--- src/rtl/pebr_pkg.sv ---
`timescale 1ns / 1ps
`default_nettype none
// ----------------------------------------------------------------------------
// pebr_pkg
// Shared types and constants of the relocation directory parser.
// ----------------------------------------------------------------------------
package pebr_pkg;

    // input commands
    localparam logic CMD_START = 1'b0;
    localparam logic CMD_BYTE  = 1'b1;

    // result kinds
    localparam logic [1:0] KIND_FIXUP = 2'd0;
    localparam logic [1:0] KIND_ERROR = 2'd1;
    localparam logic [1:0] KIND_DONE  = 2'd2;

    // error codes
    localparam logic [1:0] ERR_DIR    = 2'd0;
    localparam logic [1:0] ERR_BLOCK  = 2'd1;
    localparam logic [1:0] ERR_TARGET = 2'd2;
    localparam logic [1:0] ERR_TYPE   = 2'd3;

    // register indexes (byte address 8*i)
    localparam logic [1:0] REG_DELTA       = 2'd0;
    localparam logic [1:0] REG_DIR_PRESENT = 2'd1;
    localparam logic [1:0] REG_DIR_SIZE    = 2'd2;
    localparam logic [1:0] REG_IMAGE_SIZE  = 2'd3;
    localparam int unsigned APB_AW         = 5;

    // entry layout
    localparam logic [3:0]  TYPE_ABS    = 4'd0;
    localparam logic [3:0]  TYPE_DIR64  = 4'd10;
    localparam int unsigned OFFSET_BITS = 12;
    localparam logic [31:0] HDR_BYTES   = 32'd8;
    localparam logic [31:0] WORD_BYTES  = 32'd8;

    // result queue
    localparam int unsigned RQ_AW    = 2;
    localparam int unsigned RQ_DEPTH = 1 << RQ_AW;

    typedef struct packed {
        logic [63:0] delta;
        logic        dir_present;
        logic [31:0] dir_size;
        logic [31:0] image_size;
    } cfg_t;

    typedef struct packed {
        logic [1:0]  kind;
        logic [31:0] target_offset;
        logic [1:0]  error_code;
    } res_t;

    // up to two results per item, first in r0
    typedef struct packed {
        logic [1:0] n;
        res_t       r0;
        res_t       r1;
    } push_t;

endpackage : pebr_pkg
`default_nettype wire

--- src/rtl/pe_base_relocation_parser_core.sv ---
`timescale 1ns / 1ps
`default_nettype none
// ----------------------------------------------------------------------------
// pe_base_relocation_parser_core
// PE base-relocation directory parser emitting DIR64 fixup commands.
// ----------------------------------------------------------------------------
// Takes one item per clock while the result queue has room: a start command
// or one directory byte. Each item is registered at the input and parsed once
// the queue has room for a pair; its results are then written into the
// result queue and show on m_. An item yields at most two results (a
// fixup followed by done); the four-entry result queue accepts a new item as
// long as it has room for a pair, so the input only stalls when results back
// up or more than one result per item is produced on average. Errors are
// sticky until the next start. Registers sit at byte addresses 0, 8, 16, 24
// on the 64-bit APB port and should only be written while the parser is idle.
// ----------------------------------------------------------------------------
module pe_base_relocation_parser_core
    import pebr_pkg::*;
(
    input  wire logic              aclk,
    input  wire logic              aresetn,
    // config
    input  wire logic              psel,
    input  wire logic              penable,
    input  wire logic              pwrite,
    input  wire logic [APB_AW-1:0] paddr,
    input  wire logic [63:0]       pwdata,
    output logic      [63:0]       prdata,
    output logic                   pready,
    // input items
    input  wire logic              s_valid,
    output logic                   s_ready,
    input  wire logic              s_cmd,
    input  wire logic [7:0]        s_data_byte,
    // result items
    output logic                   m_valid,
    input  wire logic              m_ready,
    output logic [1:0]             m_kind,
    output logic [31:0]            m_target_offset,
    output logic [1:0]             m_error_code
);

    cfg_t  cfg;
    push_t push;
    logic  room;

    pebr_regs u_regs (
        .aclk    (aclk),
        .aresetn (aresetn),
        .psel    (psel),
        .penable (penable),
        .pwrite  (pwrite),
        .paddr   (paddr),
        .pwdata  (pwdata),
        .prdata  (prdata),
        .pready  (pready),
        .cfg     (cfg)
    );

    pebr_parse u_parse (
        .aclk        (aclk),
        .aresetn     (aresetn),
        .s_valid     (s_valid),
        .s_ready     (s_ready),
        .s_cmd       (s_cmd),
        .s_data_byte (s_data_byte),
        .cfg         (cfg),
        .room        (room),
        .push        (push)
    );

    pebr_resq u_resq (
        .aclk            (aclk),
        .aresetn         (aresetn),
        .push            (push),
        .room            (room),
        .m_valid         (m_valid),
        .m_ready         (m_ready),
        .m_kind          (m_kind),
        .m_target_offset (m_target_offset),
        .m_error_code    (m_error_code)
    );

    // results only pushed when the queue has space for a pair
    a_push_room: assert property (@(posedge aclk) disable iff (!aresetn)
        (push.n != 2'd0) |-> room)
        else $error("result pushed into full queue");

    a_err_no_target: assert property (@(posedge aclk) disable iff (!aresetn)
        (m_valid && m_kind == KIND_ERROR) |-> (m_target_offset == 32'd0))
        else $error("error item carries a target");

    a_ok_no_code: assert property (@(posedge aclk) disable iff (!aresetn)
        (m_valid && m_kind != KIND_ERROR) |-> (m_error_code == ERR_DIR))
        else $error("non-error item carries an error code");

    a_reset_empty: assert property (@(posedge aclk)
        !aresetn |=> !m_valid)
        else $error("result valid after reset");

endmodule : pe_base_relocation_parser_core
`default_nettype wire

--- src/rtl/pebr_regs.sv ---
`timescale 1ns / 1ps
`default_nettype none
// ----------------------------------------------------------------------------
// pebr_regs
// APB register file: delta, dir_present, dir_size, image_size.
// ----------------------------------------------------------------------------
module pebr_regs
    import pebr_pkg::*;
(
    input  wire logic              aclk,
    input  wire logic              aresetn,
    input  wire logic              psel,
    input  wire logic              penable,
    input  wire logic              pwrite,
    input  wire logic [APB_AW-1:0] paddr,
    input  wire logic [63:0]       pwdata,
    output logic      [63:0]       prdata,
    output logic                   pready,
    output cfg_t                   cfg
);

    cfg_t       cfg_reg;
    cfg_t       cfg_next;
    logic [1:0] idx;
    logic       wr_en;

    assign idx    = paddr[APB_AW-1:3];
    assign wr_en  = psel && penable && pwrite;
    assign pready = 1'b1;
    assign cfg    = cfg_reg;

    always_comb begin
        cfg_next = cfg_reg;
        if (wr_en) begin
            unique case (idx)
                REG_DELTA:       cfg_next.delta       = pwdata;
                REG_DIR_PRESENT: cfg_next.dir_present = pwdata[0];
                REG_DIR_SIZE:    cfg_next.dir_size    = pwdata[31:0];
                REG_IMAGE_SIZE:  cfg_next.image_size  = pwdata[31:0];
                default:         cfg_next = cfg_reg;
            endcase
        end
    end

    always_comb begin
        unique case (idx)
            REG_DELTA:       prdata = cfg_reg.delta;
            REG_DIR_PRESENT: prdata = {63'd0, cfg_reg.dir_present};
            REG_DIR_SIZE:    prdata = {32'd0, cfg_reg.dir_size};
            REG_IMAGE_SIZE:  prdata = {32'd0, cfg_reg.image_size};
            default:         prdata = 64'd0;
        endcase
    end

    always_ff @(posedge aclk) begin
        if (!aresetn) begin
            cfg_reg <= '0;
        end else begin
            cfg_reg <= cfg_next;
        end
    end

endmodule : pebr_regs
`default_nettype wire

--- src/rtl/pebr_parse.sv ---
`timescale 1ns / 1ps
`default_nettype none
// ----------------------------------------------------------------------------
// pebr_parse
// Input register and single-pass parse of one byte per cycle unless stalled.
// ----------------------------------------------------------------------------
module pebr_parse
    import pebr_pkg::*;
(
    input  wire logic       aclk,
    input  wire logic       aresetn,
    input  wire logic       s_valid,
    output logic            s_ready,
    input  wire logic       s_cmd,
    input  wire logic [7:0] s_data_byte,
    input  wire cfg_t       cfg,
    input  wire logic       room,
    output push_t           push
);

    logic        in_vld_reg, in_vld_next;
    logic        in_cmd_reg;
    logic [7:0]  in_byte_reg;

    logic        active_reg, active_next;
    logic [31:0] off_reg, off_next;          // byte_count - block_start
    logic [31:0] byte_count_reg, byte_count_next;
    logic [31:0] block_start_reg, block_start_next;
    logic [31:0] page_offset_reg, page_offset_next;
    logic [31:0] block_length_reg, block_length_next;
    logic [7:0]  entry_low_reg, entry_low_next;

    logic        fire;
    logic        hdr_ok, in_page, in_len, last_hdr, bad_block, blk_end;
    logic        tgt_oob, last_byte, err, fix;
    logic [1:0]  err_code;
    logic [31:0] page_new, len_new, len_eff, target, bc_inc, off_inc;
    logic [15:0] entry;
    logic [3:0]  etype;
    res_t        r_err, r_fix, r_done;

    assign fire    = in_vld_reg && room;
    assign s_ready = !in_vld_reg || fire;

    assign in_vld_next = (s_valid && s_ready) ? 1'b1 : (fire ? 1'b0 : in_vld_reg);

    // --- byte decode ---
    assign hdr_ok   = ({1'b0, block_start_reg} + {1'b0, HDR_BYTES}) <= {1'b0, cfg.dir_size};
    assign in_page  = (off_reg[31:2] == 30'd0);
    assign in_len   = (off_reg[31:3] == 29'd0) && off_reg[2];
    assign last_hdr = (off_reg == HDR_BYTES - 32'd1);

    always_comb begin
        page_new = page_offset_reg;
        len_new  = block_length_reg;
        case (off_reg[1:0])
            2'd0: begin
                page_new[7:0]   = in_byte_reg;
                len_new[7:0]    = in_byte_reg;
            end
            2'd1: begin
                page_new[15:8]  = in_byte_reg;
                len_new[15:8]   = in_byte_reg;
            end
            2'd2: begin
                page_new[23:16] = in_byte_reg;
                len_new[23:16]  = in_byte_reg;
            end
            default: begin
                page_new[31:24] = in_byte_reg;
                len_new[31:24]  = in_byte_reg;
            end
        endcase
    end

    assign bad_block = (len_new < HDR_BYTES) ||
                       (({1'b0, block_start_reg} + {1'b0, len_new}) > {1'b0, cfg.dir_size});

    assign entry   = {in_byte_reg, entry_low_reg};
    assign etype   = entry[15:12];
    assign target  = page_offset_reg + {{(32-OFFSET_BITS){1'b0}}, entry[OFFSET_BITS-1:0]};
    assign tgt_oob = ({1'b0, target} + {1'b0, WORD_BYTES}) > {1'b0, cfg.image_size};

    assign len_eff   = in_len ? len_new : block_length_reg;
    assign off_inc   = off_reg + 32'd1;
    assign blk_end   = (off_reg >= HDR_BYTES - 32'd1) && (off_inc == len_eff);
    assign bc_inc    = byte_count_reg + 32'd1;
    assign last_byte = (bc_inc >= cfg.dir_size);

    assign r_fix  = '{kind: KIND_FIXUP, target_offset: target, error_code: ERR_DIR};
    assign r_done = '{kind: KIND_DONE, target_offset: 32'd0, error_code: ERR_DIR};
    assign r_err  = '{kind: KIND_ERROR, target_offset: 32'd0, error_code: err_code};

    // --- next state and results ---
    always_comb begin
        active_next       = active_reg;
        off_next          = off_reg;
        byte_count_next   = byte_count_reg;
        block_start_next  = block_start_reg;
        page_offset_next  = page_offset_reg;
        block_length_next = block_length_reg;
        entry_low_next    = entry_low_reg;
        err               = 1'b0;
        err_code          = ERR_DIR;
        fix               = 1'b0;
        push              = '0;

        if (fire) begin
            if (in_cmd_reg == CMD_START) begin
                active_next       = 1'b0;
                off_next          = 32'd0;
                byte_count_next   = 32'd0;
                block_start_next  = 32'd0;
                page_offset_next  = 32'd0;
                block_length_next = 32'd0;
                entry_low_next    = 8'd0;
                if (cfg.delta == 64'd0) begin
                    push.n  = 2'd1;
                    push.r0 = r_done;
                end else if (!cfg.dir_present || cfg.dir_size < HDR_BYTES) begin
                    push.n  = 2'd1;
                    push.r0 = r_err;
                end else begin
                    active_next = 1'b1;
                end
            end else if (active_reg) begin
                off_next = off_inc;
                if (hdr_ok) begin
                    if (in_page) begin
                        page_offset_next = page_new;
                    end else if (in_len) begin
                        block_length_next = len_new;
                        if (last_hdr && bad_block) begin
                            err      = 1'b1;
                            err_code = ERR_BLOCK;
                        end
                    end else if (!off_reg[0]) begin
                        entry_low_next = in_byte_reg;
                    end else if (etype == TYPE_DIR64) begin
                        if (tgt_oob) begin
                            err      = 1'b1;
                            err_code = ERR_TARGET;
                        end else begin
                            fix = 1'b1;
                        end
                    end else if (etype != TYPE_ABS) begin
                        err      = 1'b1;
                        err_code = ERR_TYPE;
                    end
                    if (blk_end) begin
                        block_start_next = block_start_reg + len_eff;
                        off_next         = 32'd0;
                    end
                end

                if (err) begin
                    active_next = 1'b0;
                    push.n      = 2'd1;
                    push.r0     = r_err;
                end else begin
                    byte_count_next = bc_inc;
                    if (fix) begin
                        push.r0 = r_fix;
                    end
                    if (last_byte) begin
                        active_next = 1'b0;
                        if (fix) begin
                            push.r1 = r_done;
                        end else begin
                            push.r0 = r_done;
                        end
                    end
                    push.n = {1'b0, fix} + {1'b0, last_byte};
                end
            end
        end
    end

    always_ff @(posedge aclk) begin
        if (!aresetn) begin
            in_vld_reg       <= 1'b0;
            active_reg       <= 1'b0;
            off_reg          <= 32'd0;
            byte_count_reg   <= 32'd0;
            block_start_reg  <= 32'd0;
            page_offset_reg  <= 32'd0;
            block_length_reg <= 32'd0;
            entry_low_reg    <= 8'd0;
        end else begin
            in_vld_reg       <= in_vld_next;
            active_reg       <= active_next;
            off_reg          <= off_next;
            byte_count_reg   <= byte_count_next;
            block_start_reg  <= block_start_next;
            page_offset_reg  <= page_offset_next;
            block_length_reg <= block_length_next;
            entry_low_reg    <= entry_low_next;
        end
    end

    always_ff @(posedge aclk) begin
        if (s_valid && s_ready) begin
            in_cmd_reg  <= s_cmd;
            in_byte_reg <= s_data_byte;
        end
    end

endmodule : pebr_parse
`default_nettype wire

--- src/rtl/pebr_resq.sv ---
`timescale 1ns / 1ps
`default_nettype none
// ----------------------------------------------------------------------------
// pebr_resq
// Small result queue: takes up to two results a cycle, gives one.
// ----------------------------------------------------------------------------
module pebr_resq
    import pebr_pkg::*;
(
    input  wire logic        aclk,
    input  wire logic        aresetn,
    input  wire push_t       push,
    output logic             room,
    output logic             m_valid,
    input  wire logic        m_ready,
    output logic [1:0]       m_kind,
    output logic [31:0]      m_target_offset,
    output logic [1:0]       m_error_code
);

    res_t             q_reg [RQ_DEPTH];
    logic [RQ_AW-1:0] wr_ptr_reg, wr_ptr_next;
    logic [RQ_AW-1:0] rd_ptr_reg, rd_ptr_next;
    logic [RQ_AW:0]   count_reg, count_next;
    logic [RQ_AW-1:0] wr_ptr_1;
    logic             pop;
    res_t             head;

    // room for a full pair of results
    assign room     = (count_reg <= (RQ_AW+1)'(RQ_DEPTH - 2));
    assign m_valid  = (count_reg != '0);
    assign pop      = m_valid && m_ready;
    assign wr_ptr_1 = wr_ptr_reg + 1'b1;
    assign head     = q_reg[rd_ptr_reg];

    assign m_kind          = head.kind;
    assign m_target_offset = head.target_offset;
    assign m_error_code    = head.error_code;

    assign wr_ptr_next = wr_ptr_reg + RQ_AW'(push.n);
    assign rd_ptr_next = rd_ptr_reg + RQ_AW'(pop);
    assign count_next  = count_reg + (RQ_AW+1)'(push.n) - (RQ_AW+1)'(pop);

    always_ff @(posedge aclk) begin
        if (!aresetn) begin
            wr_ptr_reg <= '0;
            rd_ptr_reg <= '0;
            count_reg  <= '0;
        end else begin
            wr_ptr_reg <= wr_ptr_next;
            rd_ptr_reg <= rd_ptr_next;
            count_reg  <= count_next;
        end
    end

    always_ff @(posedge aclk) begin
        if (push.n != 2'd0) begin
            q_reg[wr_ptr_reg] <= push.r0;
        end
        if (push.n == 2'd2) begin
            q_reg[wr_ptr_1] <= push.r1;
        end
    end

endmodule : pebr_resq
`default_nettype wire

--- config.mk ---
export PLATFORM = sky130hd
export DESIGN_NAME = pe_base_relocation_parser_core
export DESIGN_NICKNAME = d
export VERILOG_FILES = /design/src/rtl/pebr_pkg.sv /design/src/rtl/pe_base_relocation_parser_core.sv /design/src/rtl/pebr_regs.sv /design/src/rtl/pebr_parse.sv /design/src/rtl/pebr_resq.sv
export SDC_FILE = /design/constraint.sdc
export NUM_CORES = 2
export LEC_CHECK = 0
export ABC_AREA = 1
export BUFFER_PORTS_ARGS = -buffer_cell sky130_fd_sc_hd__buf_4
export CAP_MARGIN = 20
export CORE_MARGIN = 2
export CORE_UTILIZATION = 48
export CTS_BUF_LIST = sky130_fd_sc_hd__clkbuf_2 sky130_fd_sc_hd__clkbuf_4 sky130_fd_sc_hd__clkbuf_8
export CTS_CLUSTER_SIZE = 8
export DETAILED_ROUTE_END_ITERATION = 10
export GPL_TIMING_DRIVEN = 0
export PLACE_DENSITY_LB_ADDON = 0.05
export SETUP_SLACK_MARGIN = 0.15
export SLEW_MARGIN = 0
export SYNTH_ARGS = -nofsm -noshare
export SYNTH_HDL_FRONTEND = slang
export SYNTH_HIERARCHICAL = 1
export SYNTH_SLANG_ARGS = --single-unit
export TNS_END_PERCENT = 50
--- constraint.sdc ---
create_clock -name aclk -period 10.75 [get_ports aclk]
set_input_delay 2.15 -clock aclk [delete_from_list [all_inputs] [get_ports aclk]]
set_output_delay 2.15 -clock aclk [all_outputs]
set_load 0.1 [all_outputs]
==> impl_results.md <==
* Final setup margin at roughly 1.0 ns
* Die Wd at 272 um
* Area grow syn2layout at 13.9%
* Port Buffers at roughly 180
* Core Area at 0.0714 sq mm
* Synth warnings at 6
* DP HPWL at between 90,000 and 100,000 um
* GPL Wtd Cong at 0.989
* Critical Path End: u_resq/q_reg[2][9]
* Peak supply drop at between 150 and 200 uV
* Max frequency at between 0.1 and 0.15 GHz
* Final Setup Violations at 0
* # DRC at 0
* CP endpoint kind: flop
* Final hold slack at between 0.4 and 0.5 ns
* Routed via count at ~35,000
* Largest net degree at the start of global routing at 17
* Most used DFF post-synth: dfxtp_1
* Fin crit share at 90.7%
* Max_slew headroom at between 30% and 40%
* Maximum clock path buffer count at 3
* Reg-to-reg startpoint: u_parse/off_reg[0]
* Most common cell after layout, fill and taps aside: nand2_1
* Post-Syn Area at ~0.035 sq mm
* Crit. Startpoint: u_parse/off_reg[0]
* Wire length per cell at around 19 um
* Htree depth at 3
* Fill cells at approximately 7,400
* Tightest Pin Transition at 0.990 ns
* Total power at around 5600 uW
* First-pass GRT wire length at approximately 190,000 um
* Worst path bufs/invs at 5
* Min-delay src: u_parse/block_length_reg[9]
* Synthesized netlist cell count at just over 5,000
* Site Rows at a little under 100
* Final Cell Area at roughly 0.039 sq mm
* Most frequent cells in the layout: nand2_1, nor2_1, inv_1
* Crit path largest cell delay at around 0.74 ns
* Crit path depth at 39
* Number of antenna violations at the first check in global routing at 2
* Critical Path AT at between 10 and 15 ns
* Critical path's top delay family: compound AO/OA/AOI/OAI gates
* Largest register FFs at approximately 140
* I/O pin count at between 150 and 200
* Seq/Total Area, Yosys at between 30% and 40%
* CTS buffer count at 85
* Placed cell count at 6,328
* Post-DR vias/cell at about 5.3
* Number of routed nets with antenna violations at 0
* Pre-CTS setup slack at 0.918 ns
* Min cycle time layout at roughly 9.8 ns
* Drt total wl at 123,000 um
* CTS tree: done
* Setup CP Type: flop to flop
* Worst R2R Setup Slack at 1.0 ns
* PD cells at between 100 and 150 mW/mm^2
* Postcts setup bufs at 0
* Clock transition at path regs at 0.06 ns
* Max-Cap Viols at 0
* # clock sinks at ~460
* Clk_skew at 0.0532 ns
* Clk Latency, worst-skew pair at around 0.72 ns
* Status: finished, final reports clean
* Vias in the first global route at between 30,000 and 40,000
* TritonRoute pass-1 iters at 8
* Min-Delay Path Class: flop to flop
* Final net count at approximately 5,800
* DIE AREA at around 0.074 sq mm
* Grt ovf at 0
* Asr flop ratio synth at 0%
* GRT Overall Usage at 32.6%
* Hold Violations, Final at 0
* Root Buffer: clkbuf_8
* Starting DRC count in detailed routing at around 2,800
* DP Area at 0.0375 sq mm
* CP Max Fanout at 16
* Fin. max-slew vios at 0
* RSZ-0062 raised after global routing: no
* CP Launch Type: flop
* Slowest-stage cell, CP: o31ai_4
* Synth Register Bits at 459
* Cell mode on critical path: nand2_1
* Fraction of layout cells with a size suffix above 1 at approximately an eighth
* Syn_area_per_cell at roughly 6.7 sq um
* Cts hold-fix bufs at 0
* Reg2reg end: u_resq/q_reg[2][9]
* Number of flops mapped to enable cells by yosys at ~150
* Leak Pwr at approximately 0.018 uW
* Post_cts resized at 0
* Path depth of the worst reg2reg path at 39
* Initial Util at roughly half
* Die Y at roughly 270 um
* Distinct cells, synth at 63
* Critical path required time at between 10 and 15 ns
* Layout Cells excl Fill at around 6,500
[worst reg2reg max path, delay by kind of cell, from the launching register on]
kind | cells | cell delay [ns]
buf+inv | 5 | 1.08
simple gates | 20 | 2.50
compound gates | 9 | 3.94
flops | 1 | 0.48
xor+xnor | 1 | 0.16
fa+ha+maj | 4 | 1.24
[power by group]
| part | switching [uW] | internal (uW) |
|---|---|---|
| Combinational | 1330 | 451 |
| Clock | 825 | 1050 |
| Sequential | 73.1 | 1860 |
[per-stage QoR]
| stage | utilization [%] | setup TNS [ns] |
|---|---|---|
| after floorplan | - | 0 |
| final | 55.2 | 0 |
| after global routing | 55.2 | 0 |
| after detailed placement | 52.5 | 0 |
| after global placement | 52.2 | -421.55 |
| after CTS | 55.1 | 0 |
[kinds of logic after synthesis]
family | synth area share (%)
compound gates | 12.8
xor+xnor | 3.70
fa+ha+maj | 8.02
buf+inv | 11.3
flops | 31.0
other cells | 0.0217
simple gates | 33.2
[synth_stat cells, types with 5 or more instances]
| library cell | instances | area, sq um |
|---|---|---|
| a211oi_1 | 8 | 60.1 |
| a21o_1 | 9 | 67.6 |
| a21oi_1 | 305 | 1530 |
| a31oi_1 | 8 | 50.1 |
| buf_1 | 24 | 90.1 |
| buf_2 | 67 | 335 |
| buf_4 | 57 | 428 |
| buf_6 | 37 | 417 |
| clkbuf_1 | 54 | 203 |
| dfxtp_1 | 306 | 6130 |
| edfxtp_1 | 153 | 4590 |
| ha_1 | 215 | 2690 |
| inv_1 | 620 | 2330 |
| inv_2 | 13 | 48.8 |
| nand2_1 | 1269 | 4760 |
| nand2_2 | 30 | 188 |
| nand3_1 | 384 | 1920 |
| nand3b_1 | 7 | 52.6 |
| nand4_1 | 98 | 613 |
| nor2_1 | 721 | 2710 |
| nor2_2 | 11 | 68.8 |
| nor2_4 | 9 | 101 |
| nor3_1 | 59 | 295 |
| nor3b_1 | 5 | 37.5 |
| nor4_1 | 44 | 275 |
| o211ai_1 | 6 | 45.0 |
| o21a_1 | 8 | 60.1 |
| o21ai_0 | 178 | 891 |
| o21ai_1 | 61 | 305 |
| o21ai_2 | 116 | 1020 |
| o22ai_1 | 36 | 225 |
| or2_2 | 22 | 138 |
| xnor2_1 | 32 | 280 |
| xor2_1 | 114 | 998 |
[worst min path at each step]
stage,endpoint,slack [ns],cells after the start
floorplan,u_parse/block_length_reg[4],0.44,2
global placement,u_parse/block_length_reg[1],0.45,2
detailed placement,u_parse/block_length_reg[4],0.45,2
CTS,u_parse/block_length_reg[4],0.46,2
global route,u_parse/block_length_reg[4],0.48,2
finish,u_parse/block_length_reg[9],0.46,2
[layer usage]
| layer | share of wire (%) | wire, um | global-route usage [%] | vias to the layer above |
|---|---|---|---|---|
| met4 | 3.3 | 4110 | 11.4 | 2 |
| met2 | 47 | 58300 | 55.5 | 1097 |
| met3 | 6.0 | 7370 | 3.79 | 206 |
| met5 | 0.0089 | 11 | 0 | - |
| met1 | 43 | 53600 | 42.7 | 16002 |
| li1 | - | - | - | 17384 |
[cell type report]
| cell class | count | area (sq um) | share of cell area (%) |
|---|---|---|---|
| multi-input combinational | 3849 | 20100 | 51.1 |
| sequential | 459 | 10700 | 27.2 |
| inverter | 636 | 2390 | 6.07 |
| clock buffer | 131 | 1630 | 4.13 |
| timing repair buffer | 196 | 1550 | 3.93 |
| buffer | 241 | 1500 | 3.82 |
| tap | 950 | 1190 | 3.02 |
| clock inverter | 27 | 258 | 0.655 |
| antenna | 1 | 2.50 | 0.00636 |
Note: power is estimated with default switching activity, not from simulation.
